### src/sv/bht_pkg.sv
// Shared types and constants for the bone hierarchy transform core.
package bht_pkg;

	localparam int BONE_W     = 8;
	localparam int ROW_W      = 2;
	localparam int ELEM_W     = 32;
	localparam int ROWS       = 4;
	localparam int IN_DATA_W  = 152;
	localparam int OUT_DATA_W = 144;
	localparam int OUT_USED_W = BONE_W + ROW_W + ROWS * ELEM_W;

	localparam logic [ROW_W-1:0] LAST_K = 2'd3;

	localparam logic signed [ELEM_W-1:0] Q_MAX = 32'sh7FFF_FFFF;
	localparam logic signed [ELEM_W-1:0] Q_MIN = 32'sh8000_0000;

	typedef enum logic [1:0] {
		SRC_ROOT,
		SRC_STORE,
		SRC_ZERO
	} src_t;

	typedef struct packed {
		logic              valid;
		logic              first;
		logic              last;
		logic [ROW_W-1:0]  k;
		src_t              src;
		logic              wr;
		logic [BONE_W-1:0] bone;
		logic [ROW_W-1:0]  row;
	} stage_ctl_t;

endpackage

### src/sv/bht_merge.sv
// Merge stage: gathers the lane results into the output register and store write.
module bht_merge import bht_pkg::*; #(
	parameter int IDX_W = 8
) (
	input  logic                     clk,
	input  logic                     arst_n,
	input  stage_ctl_t               ctl_s2,
	input  logic signed [ELEM_W-1:0] result [ROWS],
	input  logic                     tready,
	output logic                     tvalid,
	output logic [OUT_DATA_W-1:0]    tdata,
	output logic                     adv,
	output logic                     wr_en,
	output logic [IDX_W+ROW_W-1:0]   wr_addr
);

	logic                     valid_q;
	logic [BONE_W-1:0]        bone_q;
	logic [ROW_W-1:0]         row_q;
	logic signed [ELEM_W-1:0] elem_q [ROWS];
	logic                     done;
	logic [IDX_W+BONE_W-1:0]  bone_ext;

	assign adv      = !valid_q || tready;
	assign done     = ctl_s2.valid && ctl_s2.last;
	assign wr_en    = adv && done && ctl_s2.wr;
	assign bone_ext = {IDX_W'(0), ctl_s2.bone};
	assign wr_addr  = {bone_ext[IDX_W-1:0], ctl_s2.row};

	assign tvalid = valid_q;
	assign tdata  = {(OUT_DATA_W - OUT_USED_W)'(0), elem_q[3], elem_q[2], elem_q[1], elem_q[0],
		row_q, bone_q};

	always_ff @(posedge clk or negedge arst_n) begin
		if (!arst_n) begin
			valid_q <= 1'b0;
		end else if (adv) begin
			valid_q <= done;
		end
	end

	always_ff @(posedge clk) begin
		if (adv && done) begin
			bone_q <= ctl_s2.bone;
			row_q  <= ctl_s2.row;
			elem_q <= result;
		end
	end

endmodule

### config.mk
export PLATFORM = sky130hd
export DESIGN_NAME = bht_merge
export DESIGN_NICKNAME = d
export VERILOG_FILES = /design/src/sv/bht_pkg.sv /design/src/sv/bht_merge.sv
export SDC_FILE = /design/constraint.sdc
export NUM_CORES = 1
export LEC_CHECK = 0
export ABC_AREA = 1
export BUFFER_PORTS_ARGS = -buffer_cell sky130_fd_sc_hd__buf_2
export CORE_AREA = 2 2 119 121
export DETAILED_ROUTE_END_ITERATION = 10
export DIE_AREA = 0 0 121 123
export PLACE_DENSITY = 0.61
export SYNTH_ARGS = -nofsm -noshare
export SYNTH_HDL_FRONTEND = slang
export SYNTH_SLANG_ARGS = --single-unit
export TNS_END_PERCENT = 1
### constraint.sdc
create_clock -name clk -period 6.8 [get_ports clk]
set_input_delay 1.02 -clock clk [delete_from_list [all_inputs] [get_ports clk]]
set_output_delay 1.02 -clock clk [all_outputs]
set_load 0.005 [all_outputs]
==> flow_metrics.py <==
metrics = {
    "critical_path": {
        "slowest_delay_ns": 0.76,
        "crit_buf_inv": 4,
        "r2r_start": "tvalid",
        "crit_chain": "buf_2 > nand2_1 > inv_1 > nand2_2 > inv_6 > buf_4",
        "required_ns": 6.84,
        "cp_top_family": "buffers and inverters",
        "critPathKind": "in -> reg",
        "startpoint_type": "input port",
        "endpoint_kind": "register",
        "arrival_ns": 2.62,
        "slowest_stage": "buf_4",
        "worstSetupStartpoint": "ctl_s2[17]",
        "crit_fanout": 70,
    },
    "flow_run": {
        "drv_cap": 0,
    },
    "synth": {
        "mappedNetlistArea_um2": 4334,
        "syn-instance-count": 165,
        "avgSynthCellArea_um2": 26.27,
        "synth_seq_cells": 139,
        "ys_seq_area_share_pct": 96.19,
        "yosys_warnings": 0,
        "synth_cell_types": 8,
    },
    "detailed_routing": {
        "wl_per_cell_um": 15.17,
        "routed_via_density": 4.044,
        "vias": 2669,
        "wl_um": 10010,
        "drc": 0,
        "drt_pre_antenna_iters": 5,
        "initialDrtViolationCount": 95,
        "ant_nets": 0,
    },
    "finish": {
        "layout_commonest_cell": "buf_2",
        "mostFrequentLayoutCells": "buf_2, edfxtp_1, clkbuf_16",
        "syn_to_final_growth_pct": 51.65,
        "nets": 617,
        "fin_area_um2": 6573,
        "antennaDiodeCount": 0,
        "drive_above_1_share_pct": 68.13,
    },
    "clock_tree": {
        "numCtsBuffers": 17,
        "cts_tree": "built",
        "ctsResizeCount": 0,
        "clock_latency_ns": 0.41,
        "clkSinkCount": 139,
        "htreeDepth": 4,
        "ctsRootBufferMaster": "clkbuf_16",
        "cts_max_path_buffers": 2,
        "cts_hold_buf": 0,
        "clk_pin_slew_ns": 0.06,
        "cts_setup_buffers": 0,
    },
    "power_and_ir_drop": {
        "leakage_nw": 2.821,
        "powerDensity_nw_per_um2": 316.0,
        "ir_drop_mv": 0.1761,
        "p_clk_share_pct": 47.0,
        "seq_power_share_pct": 48.0,
        "finalPower_w": 0.002077,
        "sw_frac_of_total_pct": 18.76,
        "combPwrFrac_pct": 5.0,
        "p_int_w": 0.001687,
        "switchingPower_w": 0.0003896,
    },
    "die": {
        "ioPinCount": 306,
        "die_h_um": 123,
        "rows": 43,
        "die-width_um": 121,
        "dieArea_um2": 14880,
        "initial_core_util_pct": 31.84,
        "core_um2": 13610,
    },
    "timing": {
        "slew-limit-headroom_pct": 43.14,
        "fin_skew_ns": 0.008057,
        "setup_viol": 0,
        "maxSlewViolCount": 0,
        "final.setup.tns_ns": 0,
        "finalCritPeriodShare_pct": 37.93,
        "rsz0062_at_grt": "false",
        "hold_violations": 0,
        "worstMarginPinSlew_ns": 0.8529,
        "layout_min_cycle_time_ns": 2.580,
        "fmax_mhz": 387.7,
    },
    "global_route": {
        "grt_pass1_vias": 2651,
        "grt_pass1_wl_um": 13740,
        "antenna_found_initial": 0,
        "gr-total-overflow": 0,
        "grt_max_degree": 71,
        "grt_usage_pct": 12.92,
    },
    "placement": {
        "io_buffers": 294,
        "place_congestion": 0.7099,
        "placed_area_um2": 5942,
    },
    "outcome": {
        "status": "finished, final reports clean",
    },
    "hold_path": {
        "min_path_type": "in -> async",
    },
}
-- metrics by stage --
| step | instances | hold slack, ns | worst slack [ns] | util [%] |
|---|---|---|---|---|
| after floorplan | 170 | 0.5200 | 2.449 | - |
| after global placement | 629 | 0.4962 | 3.834 | 43.65 |
| after detailed placement | 629 | 0.5082 | 3.767 | 43.65 |
| after CTS | 660 | 0.3446 | 4.217 | 48.29 |
| after global routing | 660 | 0.3466 | 4.098 | 48.29 |
| final | 660 | 0.3700 | 4.220 | 48.29 |
-- layer usage --
metal,global-route usage [%],vias to the layer above,wire (um)
li1,-,1231,-
met1,13.21,1234,3556
met2,21.24,189,5038
met3,6.873,15,1199
met4,7.267,0,217
met5,0,-,0
-- final cells by class --
cell class              instances  area (um2)
clock inverters                12       197.7
repair buffers                295        1479
multi-input cells              11       48.80
inverters                       4       20.02
flip-flops and latches        139        4169
fillers                      1177        7039
well taps                     180       225.2
clock buffers                  19       432.9
-- worst paths after layout --
kind                        endpoint  slack [ns]  cells past startpoint
min                           tvalid        0.37                      1
max in group asynchronous     tvalid        6.35                      1
max reg2reg                tdata[77]        4.55                      4
min reg2reg                   tvalid        0.52                      2
min in group clk              tvalid        0.52                      2
max                        tdata[77]        4.22                      6
-- power groups by stage --
stage               logic [W]  clock network [W]  registers (W)
floorplan           0.0000223                  0        0.00102
global placement     0.000104                  0        0.00101
detailed placement   0.000106                  0        0.00101
CTS                  0.000106           0.000999       0.000997
global route         0.000115            0.00104       0.000999
finish               0.000104           0.000977       0.000996
-- cell usage after synthesis, drive strengths merged --
cell | instances | share of area [%]
inv | 4 | 0.35
nand2 | 4 | 0.46
conb | 1 | 0.087
nor2 | 1 | 0.14
edfxtp | 138 | 96
buf | 16 | 2.8
dfrtp | 1 | 0.58
-- logic make-up after synthesis --
family / share of synthesized area [%]
flops: 96.19
other cells: 0.08652
buf+inv: 3.118
simple gates: 0.6063
-- flip-flops by register name, summed over array words and instances (netlist names) --
name	count
bone_q	8
tdata	128
row_q	2
tvalid	1
No activity file was read; power rests on OpenSTA's default activity.
