==> config.mk <==
export PLATFORM = sky130hd
export DESIGN_NAME = bht_lane
export DESIGN_NICKNAME = d
export VERILOG_FILES = /design/src/sv/bht_pkg.sv /design/src/sv/bht_lane.sv
export SDC_FILE = /design/constraint.sdc
export NUM_CORES = 2
export LEC_CHECK = 0
export CORE_MARGIN = 2
export CORE_UTILIZATION = 50
export CTS_CLUSTER_SIZE = 28
export DETAILED_ROUTE_END_ITERATION = 8
export DONT_BUFFER_PORTS = 1
export PLACE_DENSITY = 0.66
export RECOVER_POWER = 50
export SLEW_MARGIN = 20
export SYNTH_ARGS = -nofsm -noshare
export SYNTH_HDL_FRONTEND = slang
export SYNTH_SLANG_ARGS = --single-unit
export TNS_END_PERCENT = 30
==> constraint.sdc <==
create_clock -name clk -period 10.11 [get_ports clk]
set_input_delay 0.5055 -clock clk [delete_from_list [all_inputs] [get_ports clk]]
set_output_delay 0.5055 -clock clk [all_outputs]
set_load 0.02 [all_outputs]
==> src/sv/bht_pkg.sv <==
// Shared types and constants for the bone hierarchy transform core.
package bht_pkg;

	localparam int BONE_W     = 8;
	localparam int ROW_W      = 2;
	localparam int ELEM_W     = 32;
	localparam int ROWS       = 4;
	localparam int IN_DATA_W  = 152;
	localparam int OUT_DATA_W = 144;
	localparam int OUT_USED_W = BONE_W + ROW_W + ROWS * ELEM_W;

	localparam logic [ROW_W-1:0] LAST_K = 2'd3;

	localparam logic signed [ELEM_W-1:0] Q_MAX = 32'sh7FFF_FFFF;
	localparam logic signed [ELEM_W-1:0] Q_MIN = 32'sh8000_0000;

	typedef enum logic [1:0] {
		SRC_ROOT,
		SRC_STORE,
		SRC_ZERO
	} src_t;

	typedef struct packed {
		logic              valid;
		logic              first;
		logic              last;
		logic [ROW_W-1:0]  k;
		src_t              src;
		logic              wr;
		logic [BONE_W-1:0] bone;
		logic [ROW_W-1:0]  row;
	} stage_ctl_t;

endpackage

==> src/sv/bht_lane.sv <==
// One column lane: operand select, multiply, truncate, accumulate and saturate.
module bht_lane import bht_pkg::*; #(
	parameter int FRAC_BITS = 16
) (
	input  logic                     clk,
	input  logic                     adv,
	input  stage_ctl_t               ctl_s0,
	input  stage_ctl_t               ctl_s1,
	input  stage_ctl_t               ctl_s2,
	input  logic signed [ELEM_W-1:0] loc_row [ROWS],
	input  logic signed [ELEM_W-1:0] root_col [ROWS],
	input  logic signed [ELEM_W-1:0] store_rd,
	output logic signed [ELEM_W-1:0] result
);

	localparam int PROD_W = 2 * ELEM_W;
	localparam int SH_W   = PROD_W - FRAC_BITS;
	localparam int ACC_W  = SH_W + 2;

	logic signed [ELEM_W-1:0] a_s1;
	logic signed [ELEM_W-1:0] root_s1;
	logic signed [ELEM_W-1:0] b_s1;
	logic signed [PROD_W-1:0] prod_s2;
	logic signed [PROD_W-1:0] shifted;
	logic signed [ACC_W-1:0]  term;
	logic signed [ACC_W-1:0]  acc_q;
	logic signed [ACC_W-1:0]  sum;
	logic                     sat_hi;
	logic                     sat_lo;

	always_comb begin
		case (ctl_s1.src)
			SRC_ROOT:  b_s1 = root_s1;
			SRC_STORE: b_s1 = store_rd;
			default:   b_s1 = '0;
		endcase
	end

	assign shifted = prod_s2 >>> FRAC_BITS;
	assign term    = {{2{shifted[SH_W-1]}}, shifted[SH_W-1:0]};
	assign sum     = (ctl_s2.first ? ACC_W'(0) : acc_q) + term;

	assign sat_hi = !sum[ACC_W-1] && (|sum[ACC_W-2:ELEM_W-1]);
	assign sat_lo = sum[ACC_W-1] && !(&sum[ACC_W-2:ELEM_W-1]);
	assign result = sat_hi ? Q_MAX : (sat_lo ? Q_MIN : sum[ELEM_W-1:0]);

	always_ff @(posedge clk) begin
		if (adv) begin
			a_s1    <= loc_row[ctl_s0.k];
			root_s1 <= root_col[ctl_s0.k];
			prod_s2 <= a_s1 * b_s1;
			if (ctl_s2.valid) begin
				acc_q <= sum;
			end
		end
	end

endmodule

==> results.cfg <==
[status]
violations = capacitance limit, slew limit
status = complete, but fails checks

[logic_synthesis]
synth_top_cell_area_share_pct = 47.0
synth_area_um2 = 46100
synth_most_common_cell = fa_1
synth_area_leaders = fa_1, edfxtp_1, inv_1
ys_types = 71
synthFlopType = edfxtp_1
yosys_warnings = 0
syn_area_per_cell_um2 = 9.95
postSynthNetCount = 6287
yosysSeqAreaShare_pct = 10.6
ys_top_cells_by_count = fa_1, inv_1, nand2_1
synth_enable_flop_cells = 162
synthArstFlopShare_pct = 0
synth_top_area_cell = fa_1
ys_ff_latch = 162
synthCells = 4632

[cts]
clock_latency_ns = 0.54
cts.repair.resized = 0
clock_sinks = 162
post_cts_buffers = 0
hold_buffers = 0
clkTransAtPathRegs_ns = 0.07
htreeDepth = 4
cts_buffer_depth = 2
cts_tree = done
cts_root_buffer = clkbuf_16
cts_buffers = 17

[global_route]
grt_antenna_before_repair = 23
use_met1_pct = 37.1
grt_util_met3_pct = 6.36
grt_max_degree = 114
grt_pass1_wl_um = 201000
grt_remaining_overflow = 0
grtUsageTotal_pct = 28.3
grt_pass1_vias = 35200
grtUsageMet2_pct = 45.5
top_usage_layer = met2

[critical_path]
start_kind = flop
endpoint_kind = flop
crit_fanout = 21
critPathKind = reg -> reg
cp_data_arrival_time_ns = 9.24
r2r_slack_ns = 1.13
r2r-start = a_s1[14]$_DFFE_PP_
worst_ep_required_time_ns = 10.37
worst_r2r_path_depth = 26
r2r_end = prod_s2[63]$_DFFE_PP_

[sta]
fmax_mhz = 111
drv_slew = 51
worst_clock_skew_ns = 0.0400
rsz0062_at_grt = false
tightest_slew_ns = 2.96
fin_crit_ns = 8.98
fin_tns_setup_ns = 0
setup_viol = 0
finalCritPeriodShare_pct = 88.9
final_hold_viol_count = 0
slew_headroom_pct = -97.7

[place]
gp_congestion = 1.03
place.port_buffers = 0
dp_hpwl_um = 104000

[route]
drt-initial-drc-count = 2154
ant_nets = 0
dr.pass1.iters = 6
post_drt_wl_per_cell_um = 22.1
num_vias = 31600
via_per_inst = 5.52
wl_um = 126000
drc = 0

[floorplan]
core-area_um2 = 91500
rows = 111
die_area_um2 = 94600
die_h_um = 308
start_util_pct = 50.3
io-pin-count = 376
die_w_um = 308

[finish]
drive_above_1_share_pct = 6.08
area_growth_pct = 4.38
nets = 6163

[min_path]
hp-start = adv
hold-path-endpoint = root_s1[20]$_DFFE_PP_
min_path_cells = 0
hold_path.class = in -> reg

[flow_run]
maxCapViolations = 1
-- per-stage QoR --
stage	cells	instance area, um2	util, %	setup slack (ns)	hold slack (ns)
final	5723	48100	52.5	1.13	0.109
after global routing	5722	48100	52.5	0.790	0.0861
after CTS	5703	48000	52.4	1.04	0.0666
after detailed placement	5671	47400	51.8	0.870	0.576
after global placement	5671	47400	51.8	0.945	0.584
after floorplan	4632	46100	-	0.786	0.548
-- flip-flops by register name, summed over array words and instances (netlist names) --
name and cells:
a_s1 32, prod_s2 48, acc_q 50, root_s1 32
-- routing by layer --
layer / routed length [um] / up-vias
li1: - / 13700
met1: 51800 / 16400
met2: 58500 / 1249
met3: 10400 / 250
met4: 5770 / 8
met5: 45 / -
-- layout by cell type (no fill, tap or decap), types with 13 or more instances in the layout --
| master | n |
|---|---|
| and2_1 | 525 |
| o21a_1 | 15 |
| o21ai_2 | 29 |
| nor2_1 | 96 |
| a31oi_1 | 14 |
| edfxtp_1 | 162 |
| nor2_2 | 25 |
| xor2_1 | 40 |
| o21bai_1 | 13 |
| nand3_1 | 21 |
| nor3_1 | 25 |
| inv_1 | 987 |
| fa_1 | 1082 |
| and3_1 | 13 |
| mux4_2 | 64 |
| a21oi_1 | 92 |
| ha_1 | 229 |
| diode_2 | 16 |
| o21ai_0 | 54 |
| mux2i_1 | 34 |
| nand2_1 | 539 |
| clkbuf_16 | 17 |
| a21o_1 | 53 |
| nand4_1 | 19 |
| xnor2_1 | 62 |
| nor2b_1 | 61 |
| buf_4 | 96 |
-- worst max path at each step --
stage	from	end	slack, ns	cells past startpoint
final	a_s1[14]$_DFFE_PP_	prod_s2[63]$_DFFE_PP_	1.13	26
after global routing	root_s1[17]$_DFFE_PP_	prod_s2[63]$_DFFE_PP_	0.79	24
after CTS	a_s1[11]$_DFFE_PP_	prod_s2[63]$_DFFE_PP_	1.04	26
after detailed placement	ctl_s1[11]	prod_s2[63]$_DFFE_PP_	0.87	24
after global placement	ctl_s1[11]	prod_s2[63]$_DFFE_PP_	0.95	27
after floorplan	ctl_s1[11]	prod_s2[60]$_DFFE_PP_	0.79	30
-- cell type report --
cell class | instances | area, um2
well taps | 1186 | 1480
diodes | 16 | 40.0
multi-input cells | 3238 | 36600
flip-flops and latches | 162 | 4860
inverters | 987 | 3700
fillers | 8210 | 43400
clock inverters | 15 | 140
clock buffers | 17 | 425
repair buffers | 102 | 817
-- cells by family after synthesis --
family	count (synthesis)	synth area share [%]
and+or+nand+nor	1378	15.1
adders and majority gates	1311	53.2
buffers and inverters	1232	10.2
AOI/OAI and AO/OA	348	5.13
DFF	162	10.6
xor gates and xnor gates	102	1.94
muxes	99	3.89
-- critical path, cell delays in order, from the launching register on --
cell and delay (ns):
edfxtp_1 1.06, buf_4 0.39, and2_1 0.19, fa_1 0.42
fa_1 0.51, inv_1 0.05, fa_1 0.45, fa_1 0.51
inv_1 0.05, fa_1 0.57, fa_1 0.43, fa_1 0.49
inv_1 0.05, fa_1 0.47, inv_1 0.07, ha_1 0.36
and3_1 0.26, and2_1 0.17, a221o_1 0.35, a32o_1 0.24
o211ai_1 0.44, a31oi_1 0.24, o21ai_0 0.29, nand3b_1 0.15
a21o_1 0.22, a21oi_1 0.18, xnor2_1 0.09
Power is left out: the tool's default activity adds up to more than one toggle a clock period on the data nets, which glitch-free logic cannot reach.
