$ cat config.mk
export PLATFORM = sky130hd
export DESIGN_NAME = bht_seq
export DESIGN_NICKNAME = d
export VERILOG_FILES = /design/src/sv/bht_pkg.sv /design/src/sv/bht_seq.sv
export SDC_FILE = /design/constraint.sdc
export NUM_CORES = 1
export LEC_CHECK = 0
export BUFFER_PORTS_ARGS = -buffer_cell sky130_fd_sc_hd__buf_2
export CAP_MARGIN = 20
export CELL_PAD_IN_SITES_DETAIL_PLACEMENT = 1
export CELL_PAD_IN_SITES_GLOBAL_PLACEMENT = 2
export CORE_AREA = 2 2 151 153
export DETAILED_ROUTE_END_ITERATION = 8
export DIE_AREA = 0 0 153 155
export PLACE_DENSITY = 0.8
export SYNTH_ARGS = -nofsm -noshare
export SYNTH_HDL_FRONTEND = slang
export SYNTH_SLANG_ARGS = --single-unit
$ cat constraint.sdc
create_clock -name clk -period 8.24 [get_ports clk]
set_clock_uncertainty 0.2 [all_clocks]
set_input_delay 0.824 -clock clk [delete_from_list [all_inputs] [get_ports clk]]
set_output_delay 0.824 -clock clk [all_outputs]
set_load 0.005 [all_outputs]
$ cat src/sv/bht_pkg.sv
// Shared types and constants for the bone hierarchy transform core.
package bht_pkg;

	localparam int BONE_W     = 8;
	localparam int ROW_W      = 2;
	localparam int ELEM_W     = 32;
	localparam int ROWS       = 4;
	localparam int IN_DATA_W  = 152;
	localparam int OUT_DATA_W = 144;
	localparam int OUT_USED_W = BONE_W + ROW_W + ROWS * ELEM_W;

	localparam logic [ROW_W-1:0] LAST_K = 2'd3;

	localparam logic signed [ELEM_W-1:0] Q_MAX = 32'sh7FFF_FFFF;
	localparam logic signed [ELEM_W-1:0] Q_MIN = 32'sh8000_0000;

	typedef enum logic [1:0] {
		SRC_ROOT,
		SRC_STORE,
		SRC_ZERO
	} src_t;

	typedef struct packed {
		logic              valid;
		logic              first;
		logic              last;
		logic [ROW_W-1:0]  k;
		src_t              src;
		logic              wr;
		logic [BONE_W-1:0] bone;
		logic [ROW_W-1:0]  row;
	} stage_ctl_t;

endpackage

$ cat src/sv/bht_seq.sv
// Input sequencer: takes words, sweeps the four parent rows and tracks in-flight bones.
module bht_seq import bht_pkg::*; #(
	parameter int MAX_BONES = 256,
	parameter int IDX_W     = 8
) (
	input  logic                     clk,
	input  logic                     arst_n,
	input  logic                     adv,
	input  logic                     tvalid,
	output logic                     tready,
	input  logic                     action,
	input  logic [BONE_W-1:0]        bone,
	input  logic [ROW_W-1:0]         row,
	input  logic                     has_parent,
	input  logic [BONE_W-1:0]        parent,
	input  logic signed [ELEM_W-1:0] elems [ROWS],
	output logic                     root_we,
	output logic [IDX_W+ROW_W-1:0]   rd_addr,
	output logic signed [ELEM_W-1:0] loc_row [ROWS],
	output stage_ctl_t               ctl_s0,
	output stage_ctl_t               ctl_s1,
	output stage_ctl_t               ctl_s2
);

	logic              run_q;
	logic              busy_q;
	logic [ROW_W-1:0]  cnt_q;
	logic [BONE_W-1:0] bone_q;
	logic [BONE_W-1:0] parent_q;
	logic [ROW_W-1:0]  row_q;
	src_t              src_q;
	logic              wr_q;
	logic signed [ELEM_W-1:0] loc_q [ROWS];

	logic               take;
	logic               slot_free;
	logic               hazard;
	logic               bone_ok;
	logic               parent_ok;
	src_t               src_in;
	logic [IDX_W+BONE_W-1:0] parent_ext;

	assign bone_ok   = 32'(bone) < 32'(MAX_BONES);
	assign parent_ok = 32'(parent) < 32'(MAX_BONES);
	assign src_in    = has_parent ? (parent_ok ? SRC_STORE : SRC_ZERO) : SRC_ROOT;

	// hold off a child until its parent's rows have reached the store
	assign hazard = !action && has_parent &&
		((busy_q && wr_q && bone_q == parent) ||
		 (ctl_s1.valid && ctl_s1.wr && ctl_s1.bone == parent) ||
		 (ctl_s2.valid && ctl_s2.wr && ctl_s2.bone == parent));

	assign slot_free = !busy_q || cnt_q == LAST_K;
	assign tready    = run_q && adv && slot_free && !hazard;
	assign take      = tvalid && tready;
	assign root_we   = take && action;

	assign parent_ext = {IDX_W'(0), parent_q};
	assign rd_addr    = {parent_ext[IDX_W-1:0], cnt_q};
	assign loc_row    = loc_q;

	always_comb begin
		ctl_s0.valid = busy_q;
		ctl_s0.first = cnt_q == '0;
		ctl_s0.last  = cnt_q == LAST_K;
		ctl_s0.k     = cnt_q;
		ctl_s0.src   = src_q;
		ctl_s0.wr    = wr_q;
		ctl_s0.bone  = bone_q;
		ctl_s0.row   = row_q;
	end

	always_ff @(posedge clk or negedge arst_n) begin
		if (!arst_n) begin
			run_q  <= 1'b0;
			busy_q <= 1'b0;
			cnt_q  <= '0;
			ctl_s1 <= '0;
			ctl_s2 <= '0;
		end else begin
			run_q <= 1'b1;
			if (adv) begin
				if (take && !action) begin
					busy_q <= 1'b1;
					cnt_q  <= '0;
				end else if (busy_q && cnt_q == LAST_K) begin
					busy_q <= 1'b0;
				end else if (busy_q) begin
					cnt_q <= cnt_q + 2'd1;
				end
				ctl_s1 <= ctl_s0;
				ctl_s2 <= ctl_s1;
			end
		end
	end

	always_ff @(posedge clk) begin
		if (take && !action) begin
			bone_q   <= bone;
			row_q    <= row;
			parent_q <= parent;
			src_q    <= src_in;
			wr_q     <= bone_ok;
			loc_q    <= elems;
		end
	end

endmodule

==> out/metrics.cfg <==
[synth]
synthCells = 290
synth_edf_count = 147
synth_flop_cell = edfxtp_1
synthArstFlopShare = 0.205
synth_area_per_cell_um2 = 21.7
ys_types = 29
ys_ff_latch = 185
yosysSeqAreaShare = 0.853
yosys_warnings = 0
syn-cell-area_mm2 = 0.00629

[clocking]
cts_max_path_buffers = 2
cts_hold_buf = 0
cts_tree = yes
ctsResizeCount = 0
path_clk_slew_ns = 0.07
clock-sinks = 185
cts_setup_buffers = 0
cts_buffers = 17
insertion_delay_ns = 0.42
cts_root_buf = clkbuf_16
htreeDepth = 4

[power_and_ir_drop]
ir_worst_vdd_mv = 0.120
power.share.sequential = 0.513
clkPwrFrac = 0.377
switchingPower_uw = 556
power.leakage_uw = 0.00374
powerDensity_mw_per_mm2 = 246
p_int_uw = 1640
swShare = 0.253
pwr-share-comb = 0.109

[timing]
worst_pin_slew_ns = 0.964
hold_viol_final = 0
max_freq_ghz = 0.292
slew_headroom = 0.357
hold_slack_ns = 0.309
post-route-period-util = 0.416
setup_viol = 0
min_period_ns = 3.43
setup_tns_ns = 0
finalMaxSlewViolations = 0
rsz0062_at_grt = false
fin_ws_ns = 4.81

[drt]
wl_per_cell_um = 18.2
vias_per_cell = 4.24
dr.pass1.iters = 4
drt-initial-drc-count = 150
drc = 0
ant_nets = 0
routed_wl_um = 17200
num_vias = 4002

[floorplan]
floorplan.initialDensity = 0.283
die_y_um = 155
die-area_mm2 = 0.0237
pin_count = 346
die_w_um = 153
fp-row-count = 55
coreArea_mm2 = 0.0222

[placed_design]
place_inst = 911
portBuffers = 341
dp_hpwl_um = 13400
gp_congestion = 0.798
post-place-ws_ns = 4.37

[finish]
multi_input_area_um2 = 847
areaGrowthSynthToFinish_pct = 41.9
layout-drive-gt1-share = 0.628
fillCellCount = 2348
fin_nets = 799
seq_area_mm2 = 0.00537
stdcell_count = 943
post-route-util = 0.401
antenna_cells = 0

[run]
cap_violations = 0

[grt]
first_global_vias = 4554
grt_overflow = 0
grtUsageTotal = 0.146
grt_max_degree = 77
antenna_found_initial = 0
grt_pass1_wl_um = 26000

[critical_path]
end_kind = flip-flop
r2r_slack_ns = 5.10
arrival_ns = 3.28
startpoint_type = primary input
crit_required_ns = 8.09
crit_fanout = 76
critical_path_class = primary input to flip-flop

[worst_hold_path]
hold_class = flip-flop to flip-flop

[outcome]
status = completed

==> stage by stage <==
step	power [µW]	instance area, µm²
floorplan	1250	6300
global placement	1380	8310
detailed placement	1400	8310
CTS	2230	8920
global route	2300	8920
finish	2200	8920
==> worst max-delay path, cell delays in order <==
cell,delay [ns]
buf_2,0.07
buf_4,0.40
nand2_2,0.12
nor4_1,0.32
o31ai_1,0.18
nor3_4,0.44
buf_4,0.82
==> path summary, 6_finish.rpt <==
| path | to | start | cells after the start |
|---|---|---|---|
| min | ctl_s2[11]$_DFFE_PN0P_ | ctl_s2[11]$_DFFE_PN0P_ | 1 |
| min in group asynchronous | ctl_s1[7]$_DFFE_PN0P_ | arst_n | 1 |
| max reg2reg | loc_row[83]$_DFFE_PP_ | cnt_q[1]$_DFFE_PN0P_ | 6 |
| min reg2reg | ctl_s2[11]$_DFFE_PN0P_ | ctl_s2[11]$_DFFE_PN0P_ | 1 |
| max | loc_row[83]$_DFFE_PP_ | adv | 7 |
| max in group asynchronous | ctl_s2[4]$_DFFE_PN0P_ | arst_n | 1 |
==> layout make-up <==
| type | instances | area share |
|---|---|---|
| Clock inverter | 15 | 0.0208 |
| Inverter | 4 | 0.00168 |
| Clock buffer | 17 | 0.0477 |
| Timing Repair Buffer | 344 | 0.194 |
| Multi-Input combinational cell | 93 | 0.0949 |
| Tap cell | 285 | 0.0400 |
| Sequential cell | 185 | 0.601 |
==> power by group through the flow <==
stage	sequential (µW)	clock (µW)	combinational [µW]
global route	1140	893	266
CTS	1130	858	247
floorplan	1150	0	102
detailed placement	1150	0	247
finish	1130	829	240
global placement	1140	0	234
==> synth_stat cells, drive strengths merged (3+ instances only) <==
library cell  number  share of area
inv                4         0.0024
nand2              3         0.0022
nor4               3         0.0078
dfrtp             38           0.15
nand4              3         0.0030
mux2              32          0.057
xor2               3         0.0042
buf               11          0.013
nand3              3         0.0024
edfxtp           147           0.70
xnor2             22          0.031
nor2               3         0.0018
==> cell families (layout without fill, tap and decap cells) <==
family                     count (synthesis)  in the layout  synth area share
AOI/OAI and AO/OA                          3              3           0.00318
xor gates and xnor gates                  25             25            0.0348
adders and majority gates                  2              2           0.00398
buffers and inverters                     15            380            0.0149
DFF                                      185            185             0.853
muxes                                     33             33            0.0589
other                                      2              5           0.00119
and+or+nand+nor                           25             25            0.0298
==> flip-flops by register name (all words and copies together), names as in the netlist <==
name	cells
ctl_s1	17
parent_q	8
row_q	2
src_q	1
ctl_s2	17
cnt_q	2
run_q	1
loc_row	128
busy_q	1
bone_q	8
==> per-layer routing <==
| layer | routed length (µm) | GRT usage | vias to the layer above | part of all wire |
|---|---|---|---|---|
| met3 | 1640 | 0.0666 | 22 | 0.095 |
| li1 | - | - | 1791 | - |
| met2 | 8830 | 0.256 | 228 | 0.51 |
| met4 | 368 | 0.0511 | 0 | 0.021 |
| met1 | 6350 | 0.155 | 1961 | 0.37 |
| met5 | 0 | 0 | - | 0 |
==> placed cells by master (no fill, tap or decap), types with 2 or more instances in the layout <==
master,n
and4b_1,2
buf_2,341
buf_4,3
clkbuf_16,17
clkinv_8,4
conb_1,5
dfrtp_1,38
edfxtp_1,147
ha_1,2
inv_1,4
inv_6,4
inv_8,3
mux2_2,32
nand2_1,2
nand3_1,3
nand3b_1,2
nand4_1,3
nor2_1,3
nor4_4,2
nor4b_1,2
xnor2_1,22
xor2_1,3
(Power assumes the default switching activity.)
